**src/design/gqa_pkg.sv**
```systemverilog
`timescale 1ns / 1ps
// ----------------------------------------------------------------------------
// gqa_pkg
// Shared widths, register codes, request opcodes and record types of the
// grouped-query last-query token scorer.
// ----------------------------------------------------------------------------
package gqa_pkg;

    localparam int HEAD_W     = 7;
    localparam int DIM_W      = 7;
    localparam int TOKEN_W    = 16;
    localparam int VALUE_W    = 16;
    localparam int SUM_W      = 20;
    localparam int PROD_W     = SUM_W + VALUE_W;
    localparam int ACC_W      = 46;
    localparam int SCALE_W    = 16;
    localparam int FRAC_W     = 16;
    localparam int SPROD_W    = ACC_W + SCALE_W + 1;
    localparam int SCORE_W    = 48;
    localparam int KH_W       = 4;
    localparam int HD_W       = 8;
    localparam int KV_W       = 4;
    localparam int GRP_W      = 5;
    localparam int CFG_IDX_W  = 2;
    localparam int CFG_DATA_W = 16;

    localparam int QUEUE_DEPTH = 4;
    localparam int QPTR_W      = $clog2(QUEUE_DEPTH);

    localparam logic REQ_KEY = 1'b1;

    localparam logic [HD_W-1:0]    HEAD_DIM_RST    = 8'd128;
    localparam logic [KV_W-1:0]    KV_HEADS_RST    = 4'd8;
    localparam logic [GRP_W-1:0]   GROUP_SIZE_RST  = 5'd4;
    localparam logic [SCALE_W-1:0] SCORE_SCALE_RST = 16'd5793;

    typedef enum logic [CFG_IDX_W-1:0] {
        CFG_HEAD_DIM    = 2'd0,
        CFG_KV_HEADS    = 2'd1,
        CFG_GROUP_SIZE  = 2'd2,
        CFG_SCORE_SCALE = 2'd3
    } t_cfg_idx;

    typedef struct packed {
        logic [HD_W-1:0]    head_dim;
        logic [KV_W-1:0]    kv_heads;
        logic [GRP_W-1:0]   group_size;
        logic [SCALE_W-1:0] score_scale;
    } t_cfg;

    typedef enum logic [1:0] {
        OP_QSET = 2'd0,
        OP_QADD = 2'd1,
        OP_KEY  = 2'd2
    } t_op;

    typedef struct packed {
        t_op                        op;
        logic [KH_W-1:0]            kh;
        logic [DIM_W-1:0]           dim;
        logic                       last;
        logic [TOKEN_W-1:0]         token;
        logic signed [VALUE_W-1:0]  value;
    } t_entry;

endpackage

```
**src/design/gqa_queue.sv**
```systemverilog
`timescale 1ns / 1ps
// ----------------------------------------------------------------------------
// gqa_queue
// Short FIFO of operations between the front and back sections.
// ----------------------------------------------------------------------------
module gqa_queue import gqa_pkg::*; (
    input  logic   i_clk,
    input  logic   i_rst_n,
    input  logic   i_push_valid,
    input  t_entry i_push_entry,
    output logic   o_push_ready,
    output logic   o_pop_valid,
    output t_entry o_pop_entry,
    input  logic   i_pop_ready
);

    t_entry            r_slot [QUEUE_DEPTH];
    logic [QPTR_W-1:0] r_wr_ptr;
    logic [QPTR_W-1:0] r_rd_ptr;
    logic [QPTR_W:0]   r_count;
    logic              push;
    logic              pop;

    assign o_push_ready = r_count != (QPTR_W + 1)'(QUEUE_DEPTH);
    assign o_pop_valid  = r_count != '0;
    assign o_pop_entry  = r_slot[r_rd_ptr];
    assign push         = i_push_valid && o_push_ready;
    assign pop          = o_pop_valid && i_pop_ready;

    always_ff @(posedge i_clk) begin
        if (!i_rst_n) begin
            r_wr_ptr <= '0;
            r_rd_ptr <= '0;
            r_count  <= '0;
        end else begin
            if (push) r_wr_ptr <= r_wr_ptr + 1'b1;
            if (pop)  r_rd_ptr <= r_rd_ptr + 1'b1;
            case ({push, pop})
                2'b10:   r_count <= r_count + 1'b1;
                2'b01:   r_count <= r_count - 1'b1;
                default: r_count <= r_count;
            endcase
        end
    end

    always_ff @(posedge i_clk) begin
        if (push) r_slot[r_wr_ptr] <= i_push_entry;
    end

endmodule

```
**config.mk**
```make
export PLATFORM = sky130hd
export DESIGN_NAME = gqa_queue
export DESIGN_NICKNAME = d
export VERILOG_FILES = /design/src/design/gqa_pkg.sv /design/src/design/gqa_queue.sv
export SDC_FILE = /design/constraint.sdc
export NUM_CORES = 1
export LEC_CHECK = 0
export BUFFER_PORTS_ARGS = -buffer_cell sky130_fd_sc_hd__buf_4
export CAP_MARGIN = 10
export CORE_MARGIN = 2
export CORE_UTILIZATION = 52
export CTS_CLUSTER_DIAMETER = 30
export CTS_CLUSTER_SIZE = 12
export DETAILED_ROUTE_END_ITERATION = 16
export PLACE_DENSITY_LB_ADDON = 0.2
export SLEW_MARGIN = 20
export SYNTH_ARGS = -nofsm -noshare
export SYNTH_HDL_FRONTEND = slang
export SYNTH_SLANG_ARGS = --single-unit
```
**constraint.sdc**
```tcl
create_clock -name i_clk -period 4.4 [get_ports i_clk]
set_clock_uncertainty 0.15 [all_clocks]
set_input_delay 0.22 -clock i_clk [delete_from_list [all_inputs] [get_ports i_clk]]
set_output_delay 0.22 -clock i_clk [all_outputs]
set_load 0.02 [all_outputs]
```
Word-level counts from Yosys, hierarchy flattened
Memories as Yosys holds them, arrays and structs flattened. A register that Yosys moved wholly into a read port is not among the register bits.
Index checks and enable logic that the tools add are counted.
Cells by class
  $add $sub $neg: 4
  equal/unequal tests: 3
  multiplexer cells: 5
  reduce and logical (&&, ||, !) cells: 4
Operator list (count)
  3-bit one-hot mux with 2 select lines: 1
  2-bit by 1-bit adder with 2-bit output, second input constant: 2
  2-bit 2-to-1 mux: 2
  3-bit by 1-bit adder with 3-bit output, second input constant: 1
  3-bit inequality test, second input constant: 1
  3-bit nonzero test: 1
  3-bit by 1-bit subtractor with 3-bit output, second input constant: 1
  2-bit by 1-bit equality test with 1-bit output, second input constant: 1
  2-bit equality test, second input constant: 1
  1-bit logical AND: 2
  1-bit 2-to-1 mux: 2
  2-bit nonzero test: 1
Word-level totals
  bits in registers: 7
  memory bits (writable): 184
  input bits: 50
  output and inout bits: 48
  memories: 1
Memories
  r_slot: depth 4, bits a word 46, read ports 1, clocked after Yosys merged registers in 1, write ports 1, RTL line gqa_queue.sv:17  | t_entry r_slot [QUEUE_DEPTH];

Logic depth before layout (Yosys ltp)
  depth after elaboration: 4
  mapped depth: 9
  depth with buffers taken out: 9

Worst setup path after synthesis
No wires, ideal clock.
  path type: register -> register
  from: register r_count[0]
  to: memory r_slot[0][0] in the netlist's numbering (enable)
  setup time: 0.408 ns
  arrival: 1.880 ns
  slack: 1.962 ns
  stages on the path, launching flop included: 4
  clock period less this slack: 2.438 ns
  cell sequence: dfxtp_1 -> nor2_1 -> a21boi_2 -> and2_1
Between the ends
  cells in the longest elaborated chain, start to end: 4
Ends and longest elaborated chain
  start: declaration: RTL line gqa_queue.sv:20  | logic [QPTR_W:0] r_count;
  start signal: assignment: RTL line gqa_queue.sv:39  | 2'b10: r_count <= r_count + 1'b1;
  start signal: assignment: RTL line gqa_queue.sv:40  | 2'b01: r_count <= r_count - 1'b1;
  start signal: assignment: RTL line gqa_queue.sv:41  | default: r_count <= r_count;
  3-bit inequality test: RTL line gqa_queue.sv:24  | assign o_push_ready = r_count != (QPTR_W + 1)'(QUEUE_DEPTH);
  1-bit logical AND: RTL line gqa_queue.sv:27  | assign push = i_push_valid && o_push_ready;
  1-bit 2-to-1 mux: RTL line gqa_queue.sv:47  | if (push) r_slot[r_wr_ptr] <= i_push_entry;
  1-bit 2-to-1 mux (not written as such): RTL line gqa_queue.sv:47
  end: declaration: RTL line gqa_queue.sv:17
No other way between the ends.

==> results.py <==
metrics = {
    "logic_synthesis": {
        "synth_seq_cells": 193,
        "synth.most_common_cell": "edfxtp_1",
        "synth_cells": 292,
        "syn-cell-area_um2": 7190,
        "synthTopCellsByArea": "edfxtp_1 (77%), mux4_2 (13%), dfxtp_1 (2.5%), mux4_1 (2.2%), buf_12 (1.1%)",
        "synth_edf_count": 184,
        "async_flop_share_pct": 0,
        "synth_top_area_cell": "edfxtp_1",
        "yosysWarningCount": 0,
        "synth_top_area_share_pct": 76.9,
        "yosys-top-cells-count": "edfxtp_1 (184), mux4_2 (40), dfxtp_1 (9)",
        "synth.avg_cell_area_um2": 24.6,
        "synth_nets": 348,
        "ys.flop_type": "edfxtp_1",
        "synth_cell_type_count": 25,
        "seq_area_frac_synth_pct": 79.4,
    },
    "sta": {
        "slew_headroom_pct": 34.9,
        "rsz0062_at_grt": "no",
        "finalSetupViolations": 0,
        "fin_tns_setup_ns": 0,
        "hold_viol": 0,
        "min_period_over_period_pct": 59.9,
        "worst_pin_slew_ns": 0.977,
        "drv_slew": 0,
        "fin_ws_ns": 1.76,
        "layout_min_cycle_time_ns": 2.64,
        "max_freq_mhz": 379,
    },
    "setup_path": {
        "crit_path_end_kind": "output port",
        "ff2ff_setup_slack_ns": 1.89,
        "cp_max_fo": 37,
        "slowest_delay_ns": 0.98,
        "required_ns": 4.03,
        "crit_top_cell": "buf_4",
        "endpoint": "o_pop_entry[3]",
        "r2r-start": "r_count[0]",
        "path_cells": "buf_4, mux4_2, buf_4",
        "reg2regPathDepth": 4,
        "cp.depth": 3,
        "startpoint_type": "flip-flop",
        "cp_top_family": "flip-flops",
        "path_buf_inv": 2,
        "critPathKind": "flip-flop to output port",
        "worstPathArrival_ns": 2.27,
        "cp_slowest_cell": "dfxtp_2",
        "r2r-end": "r_slot[1][27]",
    },
    "floorplanning": {
        "io_pins": 98,
        "die_h_um": 122,
        "coreArea_um2": 13300,
        "dieArea_um2": 14800,
        "rows": 42,
        "start_util_pct": 53.8,
        "fp.dieW_um": 122,
    },
    "job": {
        "drv_cap": 0,
    },
    "drt": {
        "num_vias": 3402,
        "wl_per_cell_um": 19.6,
        "drc_errors": 0,
        "drt-vias-per-instance": 5.33,
        "totalWireLength_mm": 12.5,
        "drt-initial-drc-count": 288,
        "ant_nets": 0,
        "drtPass1Iterations": 4,
    },
    "placement": {
        "place_hpwl_mm": 7.20,
        "port_buffers": 97,
        "post_dp_cell_area_um2": 8060,
        "pre_cts_slack_ns": 1.82,
        "place_congestion": 0.722,
    },
    "clock_tree": {
        "cts_buffers": 17,
        "clk_pin_slew_worst_paths_ns": 0.06,
        "cts_root_buf": "clkbuf_16",
        "cts.sinks": 193,
        "htree_levels": 4,
        "cts_max_path_buffers": 2,
        "cts_setup_buffers": 0,
        "cts_tree": "done",
        "clk_latency_ns": 0.42,
    },
    "final_layout": {
        "nNetsFinal": 505,
        "diodes": 0,
        "final_core_util_pct": 68.6,
        "area_growth_pct": 27.4,
        "drive_gt1_share_pct": 37.7,
        "stdcell_area_um2": 9160,
    },
    "global_routing": {
        "grt_overflow": 0,
        "antenna_found_initial": 0,
        "grt.total_usage_pct": 18.4,
        "grt_pass1_wl_mm": 19.3,
        "grt_max_degree": 47,
        "grt_pass1_vias": 3518,
    },
    "worst_hold_path": {
        "worstHoldPathType": "primary input to flip-flop",
    },
    "run_status": {
        "status": "finished clean",
    },
    "power_and_ir_drop": {
        "p_total_uw": 5290,
        "p_per_area_nw_per_um2": 578,
        "p_leak_uw": 0.00315,
        "irDropWorstVdd_uv": 407,
    },
}
[how the worst min path moves through the flow]
stage	slack (ns)	cells past startpoint	from	end
after floorplan	0.17	0	i_push_entry[0]	r_slot[0][0]
after global placement	0.27	1	i_push_entry[45]	r_slot[2][45]
after detailed placement	0.27	1	i_push_entry[7]	r_slot[2][7]
after CTS	0.1	3	i_push_valid	r_wr_ptr[0]
after global routing	0.12	3	i_push_valid	r_wr_ptr[0]
final	0.12	3	i_push_valid	r_wr_ptr[0]
[area by class of cell]
type	count	area, um^2
sequential	193	5710
fill	882	4190
multi-input combinational	82	1340
timing repair buffer	149	1240
clock buffer	19	433
tap	176	220
clock inverter	13	191
inverter	6	22.5
[timing repair]
action                    in CTS  in global routing
hold buffers                  47                  0
resized for setup              0                  0
hold endpoints to repair     193                  0
[cell usage in the layout (no fill, tap or decap), types with 2 or more instances in the layout]
| cell | Yosys | routed |
|---|---|---|
| edfxtp_1 | 184 | 184 |
| buf_4 | 0 | 102 |
| dlygate4sd3_1 | 0 | 47 |
| mux4_2 | 40 | 40 |
| clkbuf_16 | 0 | 17 |
| dfxtp_1 | 9 | 7 |
| inv_1 | 6 | 6 |
| nand2_1 | 6 | 6 |
| mux4_1 | 6 | 6 |
| ha_1 | 5 | 5 |
| bufinv_16 | 0 | 5 |
| clkinv_1 | 0 | 5 |
| and2_2 | 0 | 4 |
| xnor2_1 | 3 | 3 |
| and2_1 | 7 | 3 |
| or3_1 | 2 | 2 |
| mux2i_1 | 2 | 2 |
| nor2b_1 | 2 | 2 |
| o21ai_0 | 2 | 2 |
| clkinv_4 | 0 | 2 |
| clkbuf_1 | 1 | 2 |
[routing by layer]
metal	GRT usage, %	up-vias	part of all wire (%)
li1	-	1536	-
met1	24.8	1754	44
met2	29.6	95	51
met3	4.12	17	4.0
met4	7.33	0	1.6
met5	0	-	0
[report_power, final]
part           switching [uW]  internal, uW
logic                     605           669
clock network             607           999
registers                 188          2220
[state kept, by name (all words and copies together), names as in the netlist, named ones only]
register  cells
r_count       3
r_rd_ptr      2
r_slot      184
r_wr_ptr      2
[kinds of logic (layout without fill, tap and decap cells)]
family | count (synthesis) | in the layout | share of synthesized area [%]
DFF | 193 | 193 | 79.4
muxes | 48 | 48 | 15.0
and+or+nand+nor | 18 | 18 | 1.32
buffers and inverters | 17 | 187 | 1.98
adders and majority gates | 6 | 6 | 1.15
AOI/OAI and AO/OA | 6 | 6 | 0.644
xor gates and xnor gates | 4 | 4 | 0.488
[tightest hold or removal path, stage by stage]
cell	delay [ns]
buf_4	0.11
a21boi_2	0.19
mux2i_1	0.12
[per-stage QoR]
step                      hold WS (ns)  cells
after floorplan                  0.169    292
after global placement           0.268    559
after detailed placement         0.273    559
after CTS                       0.0999    638
after global routing             0.122    638
final                            0.118    638
Power figures use the tool's default switching activity.
