$ cat config.mk
export PLATFORM = sky130hd
export DESIGN_NAME = gqa_front_flat
export DESIGN_NICKNAME = d
export VERILOG_FILES = /design/src/design/gqa_pkg.sv /design/src/design/gqa_req_if.sv /design/src/design/gqa_front.sv /design/src/flat_wrapper.sv
export SDC_FILE = /design/constraint.sdc
export NUM_CORES = 1
export LEC_CHECK = 0
export BUFFER_PORTS_ARGS = -buffer_cell sky130_fd_sc_hd__buf_4
export CAP_MARGIN = 15
export CORE_MARGIN = 5
export CORE_UTILIZATION = 30
export CTS_CLUSTER_DIAMETER = 120
export DETAILED_ROUTE_END_ITERATION = 8
export PLACE_DENSITY = 0.65
export SETUP_SLACK_MARGIN = 0.2
export SLEW_MARGIN = 20
export SYNTH_ARGS = -nofsm -noshare
export SYNTH_HDL_FRONTEND = slang
export SYNTH_SLANG_ARGS = --single-unit
$ cat constraint.sdc
create_clock -name i_clk -period 3.3 [get_ports i_clk]
set_input_delay 0.495 -clock i_clk [delete_from_list [all_inputs] [get_ports i_clk]]
set_output_delay 0.495 -clock i_clk [all_outputs]
set_load 0.02 [all_outputs]
$ cat src/design/gqa_pkg.sv
`timescale 1ns / 1ps
// ----------------------------------------------------------------------------
// gqa_pkg
// Shared widths, register codes, request opcodes and record types of the
// grouped-query last-query token scorer.
// ----------------------------------------------------------------------------
package gqa_pkg;

    localparam int HEAD_W     = 7;
    localparam int DIM_W      = 7;
    localparam int TOKEN_W    = 16;
    localparam int VALUE_W    = 16;
    localparam int SUM_W      = 20;
    localparam int PROD_W     = SUM_W + VALUE_W;
    localparam int ACC_W      = 46;
    localparam int SCALE_W    = 16;
    localparam int FRAC_W     = 16;
    localparam int SPROD_W    = ACC_W + SCALE_W + 1;
    localparam int SCORE_W    = 48;
    localparam int KH_W       = 4;
    localparam int HD_W       = 8;
    localparam int KV_W       = 4;
    localparam int GRP_W      = 5;
    localparam int CFG_IDX_W  = 2;
    localparam int CFG_DATA_W = 16;

    localparam int QUEUE_DEPTH = 4;
    localparam int QPTR_W      = $clog2(QUEUE_DEPTH);

    localparam logic REQ_KEY = 1'b1;

    localparam logic [HD_W-1:0]    HEAD_DIM_RST    = 8'd128;
    localparam logic [KV_W-1:0]    KV_HEADS_RST    = 4'd8;
    localparam logic [GRP_W-1:0]   GROUP_SIZE_RST  = 5'd4;
    localparam logic [SCALE_W-1:0] SCORE_SCALE_RST = 16'd5793;

    typedef enum logic [CFG_IDX_W-1:0] {
        CFG_HEAD_DIM    = 2'd0,
        CFG_KV_HEADS    = 2'd1,
        CFG_GROUP_SIZE  = 2'd2,
        CFG_SCORE_SCALE = 2'd3
    } t_cfg_idx;

    typedef struct packed {
        logic [HD_W-1:0]    head_dim;
        logic [KV_W-1:0]    kv_heads;
        logic [GRP_W-1:0]   group_size;
        logic [SCALE_W-1:0] score_scale;
    } t_cfg;

    typedef enum logic [1:0] {
        OP_QSET = 2'd0,
        OP_QADD = 2'd1,
        OP_KEY  = 2'd2
    } t_op;

    typedef struct packed {
        t_op                        op;
        logic [KH_W-1:0]            kh;
        logic [DIM_W-1:0]           dim;
        logic                       last;
        logic [TOKEN_W-1:0]         token;
        logic signed [VALUE_W-1:0]  value;
    } t_entry;

endpackage

$ cat src/design/gqa_req_if.sv
`timescale 1ns / 1ps
// ----------------------------------------------------------------------------
// gqa_req_if
// Request channel: one query or key element per transfer.
// ----------------------------------------------------------------------------
interface gqa_req_if import gqa_pkg::*; ();
    logic                      valid;
    logic                      ready;
    logic                      req_type;
    logic [HEAD_W-1:0]         head;
    logic [DIM_W-1:0]          dim;
    logic [TOKEN_W-1:0]        token;
    logic signed [VALUE_W-1:0] value;

    modport source (output valid, req_type, head, dim, token, value, input ready);
    modport sink   (input valid, req_type, head, dim, token, value, output ready);
endinterface

$ cat src/design/gqa_front.sv
`timescale 1ns / 1ps
// ----------------------------------------------------------------------------
// gqa_front
// Accepts requests, drops out-of-range ones, maps query heads to their KV
// group with a bit-serial divider and pushes operations to the queue.
// ----------------------------------------------------------------------------
module gqa_front import gqa_pkg::*; (
    input  logic          i_clk,
    input  logic          i_rst_n,
    input  t_cfg          i_eff,
    gqa_req_if.sink       i_req,
    output logic          o_push_valid,
    output t_entry        o_push_entry,
    input  logic          i_push_ready
);

    typedef enum logic [2:0] {
        ST_IDLE   = 3'b001,
        ST_DIVIDE = 3'b010,
        ST_ISSUE  = 3'b100
    } t_front_state;

    t_front_state              r_state, n_state;
    logic [DIM_W-1:0]          r_dim;
    logic signed [VALUE_W-1:0] r_value;
    logic [HEAD_W-1:0]         r_dvd;
    logic [HEAD_W-1:0]         r_quo;
    logic [GRP_W-1:0]          r_rem;
    logic [2:0]                r_cnt;

    logic              accept;
    logic [DIM_W:0]    dim_ext;
    logic              dim_ok;
    logic              kv_ok;
    logic              head_ok;
    logic              key_last;
    logic              key_push;
    logic              query_start;
    logic [GRP_W:0]    trial;
    logic [GRP_W:0]    gdiv;
    logic              ge;
    logic              q_ok;

    assign dim_ext  = {1'b0, i_req.dim};
    assign dim_ok   = dim_ext < i_eff.head_dim;
    assign kv_ok    = i_eff.kv_heads != '0;
    assign head_ok  = i_req.head < HEAD_W'(i_eff.kv_heads);
    assign key_last = (i_req.head == HEAD_W'(i_eff.kv_heads - 1'b1))
                   && (dim_ext == i_eff.head_dim - 1'b1);

    assign i_req.ready = (r_state == ST_IDLE) && i_push_ready;
    assign accept      = i_req.valid && i_req.ready;
    assign key_push    = accept && (i_req.req_type == REQ_KEY) && dim_ok && kv_ok && head_ok;
    assign query_start = accept && (i_req.req_type != REQ_KEY) && dim_ok && kv_ok;

    // one quotient bit per cycle: restoring division of head by group_size
    assign gdiv  = {1'b0, i_eff.group_size};
    assign trial = {r_rem, r_dvd[HEAD_W-1]};
    assign ge    = trial >= gdiv;
    assign q_ok  = r_quo < HEAD_W'(i_eff.kv_heads);

    always_comb begin
        n_state = r_state;
        case (r_state)
            ST_IDLE: begin
                if (query_start) n_state = ST_DIVIDE;
            end
            ST_DIVIDE: begin
                if (r_cnt == 3'(HEAD_W - 1)) n_state = ST_ISSUE;
            end
            ST_ISSUE: begin
                if (!q_ok || i_push_ready) n_state = ST_IDLE;
            end
            default: n_state = ST_IDLE;
        endcase
    end

    always_ff @(posedge i_clk) begin
        if (!i_rst_n) begin
            r_state <= ST_IDLE;
        end else begin
            r_state <= n_state;
        end
    end

    always_ff @(posedge i_clk) begin
        if (query_start) begin
            r_dim   <= i_req.dim;
            r_value <= i_req.value;
            r_dvd   <= i_req.head;
            r_quo   <= '0;
            r_rem   <= '0;
            r_cnt   <= '0;
        end else if (r_state == ST_DIVIDE) begin
            r_dvd <= {r_dvd[HEAD_W-2:0], 1'b0};
            r_quo <= {r_quo[HEAD_W-2:0], ge};
            r_rem <= ge ? GRP_W'(trial - gdiv) : GRP_W'(trial);
            r_cnt <= r_cnt + 3'd1;
        end
    end

    always_comb begin
        o_push_valid = 1'b0;
        o_push_entry = '0;
        if (r_state == ST_ISSUE) begin
            o_push_valid       = q_ok;
            // the first head of a group restarts the sum
            o_push_entry.op    = (r_rem == '0) ? OP_QSET : OP_QADD;
            o_push_entry.kh    = KH_W'(r_quo);
            o_push_entry.dim   = r_dim;
            o_push_entry.value = r_value;
        end else begin
            o_push_valid       = key_push;
            o_push_entry.op    = OP_KEY;
            o_push_entry.kh    = KH_W'(i_req.head);
            o_push_entry.dim   = i_req.dim;
            o_push_entry.last  = key_last;
            o_push_entry.token = i_req.token;
            o_push_entry.value = i_req.value;
        end
    end

endmodule

$ cat src/flat_wrapper.sv
// flat-port wrapper written by rule: the top's interface ports become plain ports
module gqa_front_flat import gqa_pkg::*;
  (i_clk, i_rst_n, i_eff, o_push_valid, o_push_entry, i_push_ready, i_req_valid, i_req_req_type, i_req_head, i_req_dim, i_req_token, i_req_value, i_req_ready);
  gqa_req_if i_req_i ();
  input  logic i_clk;
  input  logic i_rst_n;
  input  t_cfg i_eff;
  output logic o_push_valid;
  output t_entry o_push_entry;
  input  logic i_push_ready;
  input wire logic [$bits(i_req_i.valid)-1:0] i_req_valid;
  input wire logic [$bits(i_req_i.req_type)-1:0] i_req_req_type;
  input wire logic [$bits(i_req_i.head)-1:0] i_req_head;
  input wire logic [$bits(i_req_i.dim)-1:0] i_req_dim;
  input wire logic [$bits(i_req_i.token)-1:0] i_req_token;
  input wire logic [$bits(i_req_i.value)-1:0] i_req_value;
  output wire logic [$bits(i_req_i.ready)-1:0] i_req_ready;
  assign i_req_i.valid = i_req_valid;
  assign i_req_i.req_type = i_req_req_type;
  assign i_req_i.head = i_req_head;
  assign i_req_i.dim = i_req_dim;
  assign i_req_i.token = i_req_token;
  assign i_req_i.value = i_req_value;
  assign i_req_ready = i_req_i.ready;
  gqa_front u_core (.i_clk(i_clk), .i_rst_n(i_rst_n), .i_eff(i_eff), .i_req(i_req_i), .o_push_valid(o_push_valid), .o_push_entry(o_push_entry), .i_push_ready(i_push_ready));
endmodule
After elaboration in Yosys (flattened, before gate mapping)
Index checks and enable logic that the tools add are counted.
{ "totals": {"ff_bits": 48, "input_bits": 84, "output_inout_bits": 48, "word_cells": 53} }
{ "op_classes": {"add_sub_neg": 4, "order_cmp": 4, "eq_ne": 9, "n_mux": 12, "bitwise": 1, "n_reduce_logical": 16} }
{ "op_table": {"columns": ["cell", "n"], "rows": [
  ["17-bit 2-to-1 mux", 1],
  ["16-bit 2-to-1 mux", 1],
  ["7-bit by 4-bit < comparator with 1-bit output", 2],
  ["7-bit 2-to-1 mux", 2],
  ["13-bit 2-to-1 mux", 1],
  ["1-bit logical AND", 10],
  ["3-bit 2-to-1 mux", 3],
  ["3-bit one-hot mux with 3 select lines", 1],
  ["7-bit by 8-bit equality test with 1-bit output", 1],
  ["7-bit by 8-bit < comparator with 1-bit output", 1],
  ["8-bit by 1-bit subtractor with 8-bit output (second input constant)", 1],
  ["7-bit equality test", 1],
  ["3-bit equality test (second input constant)", 2],
  ["6-bit by 5-bit >= comparator with 1-bit output", 1],
  ["2-bit by 1-bit inequality test with 1-bit output (second input constant)", 3],
  ["5-bit logical NOT", 1],
  ["5-bit 2-to-1 mux", 1],
  ["4-bit by 1-bit subtractor with 5-bit output (second input constant)", 1],
  ["5-bit subtractor", 1],
  ["4-bit nonzero test", 1],
  ["3-bit by 1-bit adder with 3-bit output (second input constant)", 1],
  ["3-bit by 1-bit equality test with 1-bit output (second input constant)", 1],
  ["3-bit by 2-bit equality test with 1-bit output (second input constant)", 1],
  ["3-bit AND reduction", 1],
  ["5 further kinds", 6]
]} }

Depth between registers and ports, before layout
{ "logic_depth": {"word_depth": 8, "mapped_depth": 9, "depth_no_buf": 8} }

Worst setup path after synthesis
Ideal clock, no wire load.
{ "synth_timing": {"path_kind": "input to output", "from": "input i_eff[22] (netlist bit)", "to": "output o_push_valid", "arrival_time_ns": 2.305, "t_required_ns": 2.805, "setup_slack_ns": 0.500, "stages": 7, "n_path_buf": 0, "path_cell_list": "inv_1 > ha_1 > nor3b_1 > or4_4 > nor4b_2 > nand2_1 > o41ai_1"} }
{ "synth_between": {"elab_chain_cells": 4, "word_cells_on_any_way": 6, "classes_between": "2 x order compare; 1 x mux; 3 x reduce/logical"} }
{ "synth_lines": {"columns": ["element", "line_no", "rtl"], "rows": [
  ["from (decl)", "flat_wrapper.sv:7", "input t_cfg i_eff;"],
  ["branches (longest 3 deep; another with 7-bit by 4-bit < comparator with 1-bit output)", null, null],
  ["1-bit 2-to-1 mux *", "gqa_front.sv:105", "if (r_state == ST_ISSUE) begin"],
  ["to (decl)", "flat_wrapper.sv:8", "output logic o_push_valid;"]
]} }
Mark *: on every way between the ends.

==> flow_metrics.env <==
export IMPL_place_detailed_instances=589
export IMPL_commonest_cells_in_the_netlist="nand2_1 (101), edfxtp_1 (30), ha_1 (23), inv_1 (21), dfxtp_1 (18)"
export IMPL_tightest_slew_ns=0.612
export IMPL_synth_edf_count=30
export IMPL_synth_most_common_cell="nand2_1"
export IMPL_antenna_violations_before_repair=0
export IMPL_tns_ns=0
export IMPL_hold_class="in2reg"
export IMPL_unrepaired_setup_endpoints_after_global_routing="no"
export IMPL_report_final_hold_viol_count=0
export IMPL_fmax_mhz=361
export IMPL_netlist_area_leader_share_pct=29.3
export IMPL_detail_route_antenna_nets=0
export IMPL_whs_endpoint="u_core.r_value[14]$_DFFE_PP_"
export IMPL_area_growth_pct=37.1
export IMPL_dieWidth_um=111
export IMPL_cellPowerDensity_mw_per_mm2=348
export IMPL_avgRoutedWirePerCell_um=13.8
export IMPL_slew_headroom_pct=59.2
export IMPL_synth_seq_area_share_pct=41.0
export IMPL_clockRootBuffer="clkbuf_8"
export IMPL_critPathArrivalTime_ns=2.28
export IMPL_routed_via_count=2812
export IMPL_timing_rr_start="u_core.r_state[0]$_SDFFE_PN1P_"
export IMPL_grt_pass1_wl_um=13600
export IMPL_final_net_count=568
export IMPL_setup_reg_to_reg_worst_slack_ns=1.12
export IMPL_setup_cp_type="in2out"
export IMPL_cts_resized=0
export IMPL_first_global_vias=2784
export IMPL_inserted_clock_buffers=5
export IMPL_drt_pass1_iterations=4
export IMPL_worstHoldPathCells=1
export IMPL_detailedPlace_worstSlack_ns=0.456
export IMPL_pin_count=132
export IMPL_yosys_warnings=0
export IMPL_num_antenna_cells=0
export IMPL_design_die_area_sq_mm=0.0124
export IMPL_remaining_drc_errors=0
export IMPL_routabilityCongestion=0.792
export IMPL_core_area_sq_mm=0.0102
export IMPL_die_h_um=111
export IMPL_hold_path_startpoint="i_req_value[14]"
export IMPL_leakage_nw=1.88
export IMPL_place_detailed_hpwl_um=6460
export IMPL_routed_wirelength_um=8260
export IMPL_worst_endpoint_required_ns=2.80
export IMPL_vias_per_cell=4.71
export IMPL_cp_start_kind="input port"
export IMPL_tritoncts="yes"
export IMPL_initialDrtViolationCount=178
export IMPL_crit_path_end_kind="output port"
export IMPL_finalSetupViolations=0
export IMPL_post_route_cells_drive_above_1_share_pct=30.4
export IMPL_synth_main_ff_cell="edfxtp_1"
export IMPL_synthesis_area_per_instance_sq_um=8.89
export IMPL_cts_hold_buffers_added=0
export IMPL_finalMaxSlewViolations=0
export IMPL_grt_remaining_overflow=0
export IMPL_maximum_ir_drop_on_the_vdd_rail_mv=0.145
export IMPL_grt_use_total_pct=13.2
export IMPL_period_share_pct=84.0
export IMPL_timing_critical_path_fanout_max=3
export IMPL_post_synth_inst_count=346
export IMPL_fraction_of_registers_with_async_set_or_reset_after_synthesis_pct=0
export IMPL_grt_start_max_net_pins=44
export IMPL_post_cts_repair_setup_buffers=0
export IMPL_r2r_end="u_core.r_value[6]$_DFFE_PP_"
export IMPL_worst_slack_ns=0.529
export IMPL_synth_area_leaders="edfxtp_1 (29%), nand2_1 (12%), dfxtp_1 (12%), ha_1 (9.4%), and2_1 (3.5%)"
export IMPL_clock_latency_at_the_later_pin_of_the_worst_skew_pair_ns=0.30
export IMPL_clock_sink_count=48
export IMPL_synth_seq_cells=48
export IMPL_yosys_area_top_type="edfxtp_1"
export IMPL_h_tree_depth=2
export IMPL_synth_fp_nets=454
export IMPL_start_util_pct=30.2
export IMPL_layout_cells_non_filler=597
export IMPL_drv_max_cap_violation_count=0
export IMPL_netlist_cell_type_count=47
export IMPL_worst_r2r_cell_count=5
export IMPL_io_buffers=115
export IMPL_synth_cell_area_sq_mm=0.00308
export IMPL_clk_pin_slew_ns=0.10
export IMPL_run_status="completed"
export IMPL_timing_final_crit_period_ns=2.77
export IMPL_worst_clock_skew_ns=0.00671
export IMPL_rows=37
export IMPL_ctsLongestPathBuffers=2
[metal layers]
metal	part of all wire (%)	track usage, %	vias to the layer above
met4	0.46	2.35	0
met1	42	15.9	1313
met2	51	24.1	80
met5	0	0	-
li1	-	-	1415
met3	5.9	3.22	4
[critical path: stages]
cell	delay (ns)
buf_4	0.08
inv_1	0.06
ha_1	0.20
nor3b_1	0.16
or4_4	0.42
a211oi_1	0.22
nor4b_2	0.27
o311a_1	0.22
buf_4	0.14
[cell usage in the layout (no fill, tap or decap), drive strengths merged, types with 8 or more instances in the layout]
cell type and instances:
nor3 8, edfxtp 30, and2 17, ha 23
xor2 9, a21oi 13, inv 22, o21ai 9
xnor2 8, nand2 101, buf 119, nor2 13
dfxtp 18
[sequential cells by signal, summed over array words and instances, names as in the netlist]
register and count:
u_core.r_cnt 3, u_core.r_state 3, u_core.r_dim 7, u_core.r_quo 7, u_core.r_rem 5, u_core.r_value 16
u_core.r_dvd 7
[cells by family after synthesis]
group                    share of synthesized area, %
AO/OA/AOI/OAI                                    9.48
multiplexers                                     3.50
AND/OR/NAND/NOR                                  26.5
flip-flops                                       41.0
buffers and inverters                            4.68
XOR/XNOR                                         4.84
adder cells (fa/ha/maj)                          10.0
[stage by stage]
| stage | area, sq um | util (%) | power (mW) | hold slack (ns) |
|---|---|---|---|---|
| 2_1_floorplan | 3080 | - | 0.848 | 0.436 |
| 3_3_place_gp | 4090 | 40.1 | 0.995 | 0.445 |
| 3_5_place_dp | 4090 | 40.1 | 1.00 | 0.448 |
| 4_1_cts | 4220 | 41.4 | 1.49 | 0.360 |
| 5_1_grt | 4220 | 41.4 | 1.54 | 0.350 |
| 6_report | 4220 | 41.4 | 1.47 | 0.373 |
[power breakdown]
group          internal, mW  switching [mW]  total (mW)  leakage, nW
registers             0.658          0.0104       0.668        0.418
logic                 0.158           0.160       0.318         1.39
clock network         0.275           0.207       0.481       0.0669
total                  1.09           0.377        1.47         1.88
[cell type report]
| class | instances | area [sq um] |
|---|---|---|
| Fill cell | 1028 | 5970 |
| Multi-Input combinational cell | 264 | 1680 |
| Sequential cell | 48 | 1260 |
| Timing Repair Buffer | 119 | 893 |
| Tap cell | 136 | 170 |
| Clock buffer | 6 | 93.8 |
| Inverter | 22 | 82.6 |
| Clock inverter | 2 | 38.8 |
[how the worst max path moves through the flow]
stage	from	end	slack, ns
detailed placement	i_eff[21]	o_push_valid	0.46
floorplan	i_eff[22]	o_push_valid	0.50
global route	i_eff[22]	o_push_valid	0.41
CTS	i_eff[22]	o_push_valid	0.45
finish	i_eff[22]	o_push_entry[32]	0.53
global placement	i_eff[21]	o_push_valid	0.46
Note: power is estimated with default switching activity, not from simulation.
